===== src/tlpt_pkg.sv =====
// Shared types and constants of the two-level page table engine.
`timescale 1ns / 1ps
`default_nettype none
package tlpt_pkg;

  // Fixed geometry of a 4 KiB page and a 32-bit entry.
  localparam int unsigned PAGE_SHIFT = 12;
  localparam int unsigned VPN_W      = 20;
  localparam int unsigned CNT_W      = 21;
  localparam int unsigned ENTRY_W    = 32;

  // Request type codes.
  localparam logic [1:0] REQ_LOOKUP = 2'd0;
  localparam logic [1:0] REQ_MAP    = 2'd1;
  localparam logic [1:0] REQ_FILL   = 2'd2;

  // Status codes.
  localparam logic [1:0] ST_OK    = 2'd0;
  localparam logic [1:0] ST_INVAL = 2'd1;
  localparam logic [1:0] ST_RANGE = 2'd2;

  // One incoming request.
  typedef struct packed {
    logic [1:0]  req_type;
    logic [31:0] virt_addr;
    logic [31:0] phys_addr;
    logic [31:0] phys_limit;
    logic [11:0] flags;
  } in_req_t;

  // One result.
  typedef struct packed {
    logic [1:0]  status;
    logic [31:0] entry_value;
    logic [20:0] pages_done;
  } out_rsp_t;

  // What the front hands to the back.
  typedef enum logic [1:0] {
    CMD_IMMED,
    CMD_LOOKUP,
    CMD_WALK
  } cmd_kind_t;

  typedef struct packed {
    cmd_kind_t        kind;
    logic [1:0]       status;
    logic [VPN_W-1:0] vpn;
    logic [VPN_W-1:0] ppn;
    logic [CNT_W-1:0] pages;
    logic [11:0]      flags;
  } cmd_t;

  // Back-end sequencer states.
  typedef enum logic [1:0] {
    BK_IDLE,
    BK_READ,
    BK_WALK,
    BK_REPLY
  } back_state_t;

endpackage
`default_nettype wire


===== src/tlpt_front.sv =====
// Front end: takes requests, classifies them and queues commands for the back end.
`timescale 1ns / 1ps
`default_nettype none
module tlpt_front
  import tlpt_pkg::*;
#(
  parameter int unsigned TABLE_ENTRIES = 1024,
  parameter int unsigned DIR_ENTRIES   = 64
) (
  input  wire logic    clk,
  input  wire logic    rst_n,
  input  wire logic    push,
  output logic         full,
  input  wire in_req_t in_data,
  output logic         cmd_valid,
  output cmd_t         cmd,
  input  wire logic    cmd_pop
);

  localparam int unsigned     STORE_SIZE = DIR_ENTRIES * TABLE_ENTRIES;
  localparam logic [CNT_W-1:0] STORE_LIM = CNT_W'(STORE_SIZE);

  logic             accept;
  cmd_t             cmd_new;
  logic [VPN_W-1:0] vpn;
  logic [VPN_W-1:0] ppn;
  logic [VPN_W-1:0] pend_pn;
  logic             misaligned;
  logic             reversed;

  cmd_t       q_r [2];
  logic       wr_ptr_r;
  logic       rd_ptr_r;
  logic [1:0] cnt_r;
  logic       wr_ptr_nxt;
  logic       rd_ptr_nxt;
  logic [1:0] cnt_nxt;

  assign full   = (cnt_r == 2'd2);
  assign accept = push && !full;

  assign vpn     = in_data.virt_addr[31:PAGE_SHIFT];
  assign ppn     = in_data.phys_addr[31:PAGE_SHIFT];
  assign pend_pn = in_data.phys_limit[31:PAGE_SHIFT];

  assign misaligned = (in_data.virt_addr[PAGE_SHIFT-1:0] != '0) ||
                      (in_data.phys_addr[PAGE_SHIFT-1:0] != '0) ||
                      (in_data.phys_limit[PAGE_SHIFT-1:0] != '0);
  assign reversed   = (in_data.phys_limit < in_data.phys_addr);

  // Classify the request. The flat store index is the virtual page number,
  // and it lies in the store exactly when it is below the store size.
  always_comb begin
    cmd_new        = '0;
    cmd_new.kind   = CMD_IMMED;
    cmd_new.status = ST_INVAL;
    cmd_new.flags  = in_data.flags;
    unique case (in_data.req_type)
      REQ_LOOKUP: begin
        cmd_new.vpn = vpn;
        if ({1'b0, vpn} < STORE_LIM) begin
          cmd_new.kind   = CMD_LOOKUP;
          cmd_new.status = ST_OK;
        end else begin
          cmd_new.status = ST_RANGE;
        end
      end
      REQ_MAP: begin
        if (!misaligned && !reversed) begin
          cmd_new.kind   = CMD_WALK;
          cmd_new.status = ST_OK;
          cmd_new.vpn    = vpn;
          cmd_new.ppn    = ppn;
          cmd_new.pages  = {1'b0, pend_pn - ppn};
        end
      end
      REQ_FILL: begin
        // An identity fill is a walk from page zero over the whole store.
        cmd_new.kind   = CMD_WALK;
        cmd_new.status = ST_OK;
        cmd_new.pages  = STORE_LIM;
      end
      default: begin
        cmd_new.kind = CMD_IMMED;
      end
    endcase
  end

  // Two-entry command queue between front and back.
  always_comb begin
    wr_ptr_nxt = wr_ptr_r;
    rd_ptr_nxt = rd_ptr_r;
    cnt_nxt    = cnt_r;
    if (accept) begin
      wr_ptr_nxt = ~wr_ptr_r;
    end
    if (cmd_pop) begin
      rd_ptr_nxt = ~rd_ptr_r;
    end
    if (accept && !cmd_pop) begin
      cnt_nxt = cnt_r + 2'd1;
    end else if (!accept && cmd_pop) begin
      cnt_nxt = cnt_r - 2'd1;
    end
  end

  always_ff @(posedge clk) begin
    if (!rst_n) begin
      wr_ptr_r <= 1'b0;
      rd_ptr_r <= 1'b0;
      cnt_r    <= 2'd0;
    end else begin
      wr_ptr_r <= wr_ptr_nxt;
      rd_ptr_r <= rd_ptr_nxt;
      cnt_r    <= cnt_nxt;
    end
  end

  always_ff @(posedge clk) begin
    if (accept) begin
      q_r[wr_ptr_r] <= cmd_new;
    end
  end

  assign cmd_valid = (cnt_r != 2'd0);
  assign cmd       = q_r[rd_ptr_r];

endmodule
`default_nettype wire


===== config.mk =====
export PLATFORM = sky130hd
export DESIGN_NAME = tlpt_front
export DESIGN_NICKNAME = d
export VERILOG_FILES = /design/src/tlpt_pkg.sv /design/src/tlpt_front.sv
export SDC_FILE = /design/constraint.sdc
export NUM_CORES = 1
export LEC_CHECK = 0
export ABC_AREA = 1
export BUFFER_PORTS_ARGS = -buffer_cell sky130_fd_sc_hd__buf_2
export CAP_MARGIN = 30
export CORE_ASPECT_RATIO = 1.5
export CORE_MARGIN = 1
export CORE_UTILIZATION = 54
export DETAILED_ROUTE_END_ITERATION = 12
export GPL_ROUTABILITY_DRIVEN = 0
export PLACE_DENSITY = 0.83
export SYNTH_ARGS = -nofsm -noshare
export SYNTH_HDL_FRONTEND = slang
export SYNTH_SLANG_ARGS = --single-unit

===== constraint.sdc =====
create_clock -name clk -period 4.9 [get_ports clk]
set_input_delay 0.735 -clock clk [delete_from_list [all_inputs] [get_ports clk]]
set_output_delay 0.735 -clock clk [all_outputs]
set_load 0.02 [all_outputs]

==> reports/summary.json <==
{
  "core_sq_um": 14100,
  "seq_area_frac_synth_pct": 59.1,
  "mappedNetlistArea_sq_um": 7900,
  "place_hpwl_mm": 12.4,
  "postSynthNetCount": 810,
  "drc": 0,
  "die_area_sq_um": 15100,
  "period_needed_ns": 3.02,
  "cts.repair_timing.setup_buffer_count": 0,
  "powerDensity_nw_per_um2": 357,
  "async_reset_ff_share_pct": 0,
  "synth-edff-count": 152,
  "max_freq_mhz": 331,
  "postLayoutSetupSlackWorst_ns": 1.88,
  "min_period_over_period_pct": 61.6,
  "result_of_the_run": "finished clean",
  "post_layout_nonfiller_instances": 1058,
  "num_rows": 53,
  "grt_ovf": 0,
  "fin_nets": 1005,
  "slew_viol_final": 0,
  "route.antenna.remaining_nets": 0,
  "synth_area_per_cell_sq_um": 12.0,
  "ys_warnings": 0,
  "dr.pass1.iters": 5,
  "cts_tree": "yes",
  "horiz_die_dim_microns": 101,
  "cts.htree.levels": 4,
  "detail_route.vias_per_cell": 5.37,
  "pin_count_of_the_biggest_net_entering_global_routing": 70,
  "clk_transition_reported_paths_ns": 0.06,
  "ctsRootBufferMaster": "clkbuf_16",
  "cts_hold_buffers": 0,
  "areaGrowthSynthToFinish_pct": 21.6,
  "timing.setup.tns_ns": 0,
  "cts-root-to-sink-buffers": 2,
  "initial_utilization_pct": 55.9,
  "worstMarginPinSlew_ns": 0.999,
  "timing.critical_path.to_type": "flop",
  "worst-setup-path-type": "in2reg",
  "fin_hold_ws_ns": 0.505,
  "synth-main-ff-cell": "edfxtp_1",
  "maximum_clock_skew_at_final_layout_ns": 0.00844,
  "min-delay-path-class": "reg2reg",
  "vdd.ir_drop.worst_uv": 229,
  "wirelength_mm": 17.1,
  "timing.critical_path.from_type": "input pin",
  "hold_viol_final": 0,
  "finish.utilization_pct": 68.0,
  "mostFrequentLayoutCell": "buf_2",
  "cts-buffers-inserted": 17,
  "fraction_of_layout_cells_with_a_size_suffix_above_1_pct": 38.1,
  "detailedRoute.firstIterationViolations": 243,
  "grt_antenna_before_repair": 0,
  "synth_seq_cells": 157,
  "dpl_worst_slack_ns": 1.52,
  "die_y_microns": 150,
  "antenna_cells_inserted": 0,
  "vias": 5680,
  "boundaryPins": 193,
  "synth.lib_cells_used.distinct": 35,
  "grt_first_pass_wirelength_mm": 26.6,
  "cts.sink_count": 157,
  "cts_resized": 0,
  "grtUsageTotal_pct": 23.4,
  "static-leakage-power_uw": 0.00415,
  "syn-instance-count": 658,
  "dp.cells": 1026,
  "detail_route.wl_per_cell_microns": 16.2,
  "port_buffers": 191,
  "setup_viol": 0,
  "first_global_vias": 5828,
  "cp_max_fo": 23,
  "clock_latency_ns": 0.41,
  "drv_cap": 0,
  "mostFrequentLayoutCells": "191 x buf_2, 152 x edfxtp_1, 93 x nand2_1",
  "slew-limit-headroom_pct": 33.4,
  "worst-endpoint-arrival_ns": 3.25,
  "worstPathRequired_ns": 5.13,
  "rsz0062_at_grt": "no"
}
## stage by stage
step | total power [uW] | instance area, sq um
detailed placement | 2260 | 9060
global route | 3560 | 9600
floorplan | 2040 | 7900
global placement | 2240 | 9010
CTS | 3440 | 9600
finish | 3420 | 9600
## where the power goes
part           switching (uW)  internal [uW]
logic                     389            234
clock network             536            655
registers                28.8           1580
## synth_stat cells, drive strengths merged (4+ instances only)
library cell,number,area [sq um]
a21oi,35,175
buf,15,103
clkbuf,4,25.0
dfxtp,5,100
edfxtp,152,4560
ha,37,463
inv,59,221
mux2,76,856
nand2,96,373
nand3,28,140
nand4,6,52.6
nor2,75,342
nor3,4,25.0
nor4,11,68.8
o21ai,26,130
xnor2,8,70.1
xor2,8,70.1
## area by class of cell
type | instances | area [sq um]
Tap cell | 192 | 240
Fill cell | 1039 | 4530
Clock inverter | 15 | 115
Timing Repair Buffer | 195 | 1030
Multi-Input combinational cell | 423 | 2900
Sequential cell | 157 | 4670
Clock buffer | 17 | 425
Inverter | 59 | 221
## path summary, 6_finish.rpt
path                from          to  slack (ns)  cells past startpoint
max reg2reg     cnt_r[1]  q_r[0][26]        2.70                      4
max          in_data[58]  q_r[1][18]        1.88                     11
min             rd_ptr_r        flop        0.51                      2
min reg2reg     rd_ptr_r        flop        0.51                      2
## registers in the layout, summed over array words and instances (netlist names), named ones only
| signal | count |
|---|---|
| cnt_r | 2 |
| rd_ptr_r | 1 |
| q_r | 152 |
| wr_ptr_r | 1 |
## critical path, cell delays in order
cell	delay (ns)
buf_2	0.07
inv_1	0.06
ha_1	0.41
nand2_2	0.11
nor4_1	0.31
nand2_1	0.09
nand2_1	0.11
nand2_2	0.08
a21boi_4	0.57
nand2_4	0.40
a21oi_1	0.28
## per-layer routing
layer	global-route usage, %	wire (microns)	part of all wire [%]
met4	12.9	684	4.0
met3	5.34	1140	6.7
met2	43.9	9190	54
met5	0	0	0
met1	23.5	6080	36
## cells by family after synthesis
kind of cell               after synthesis  synth area share, %
DFF                                    157                 59.1
muxes                                   76                 10.8
and+or+nand+nor                        221                 12.8
adders and majority gates               38                 6.12
buffers and inverters                   78                 4.42
xor gates and xnor gates                16                 1.78
other                                    1               0.0475
AOI/OAI and AO/OA                       71                 4.96
No activity file was read; power rests on OpenSTA's default activity.
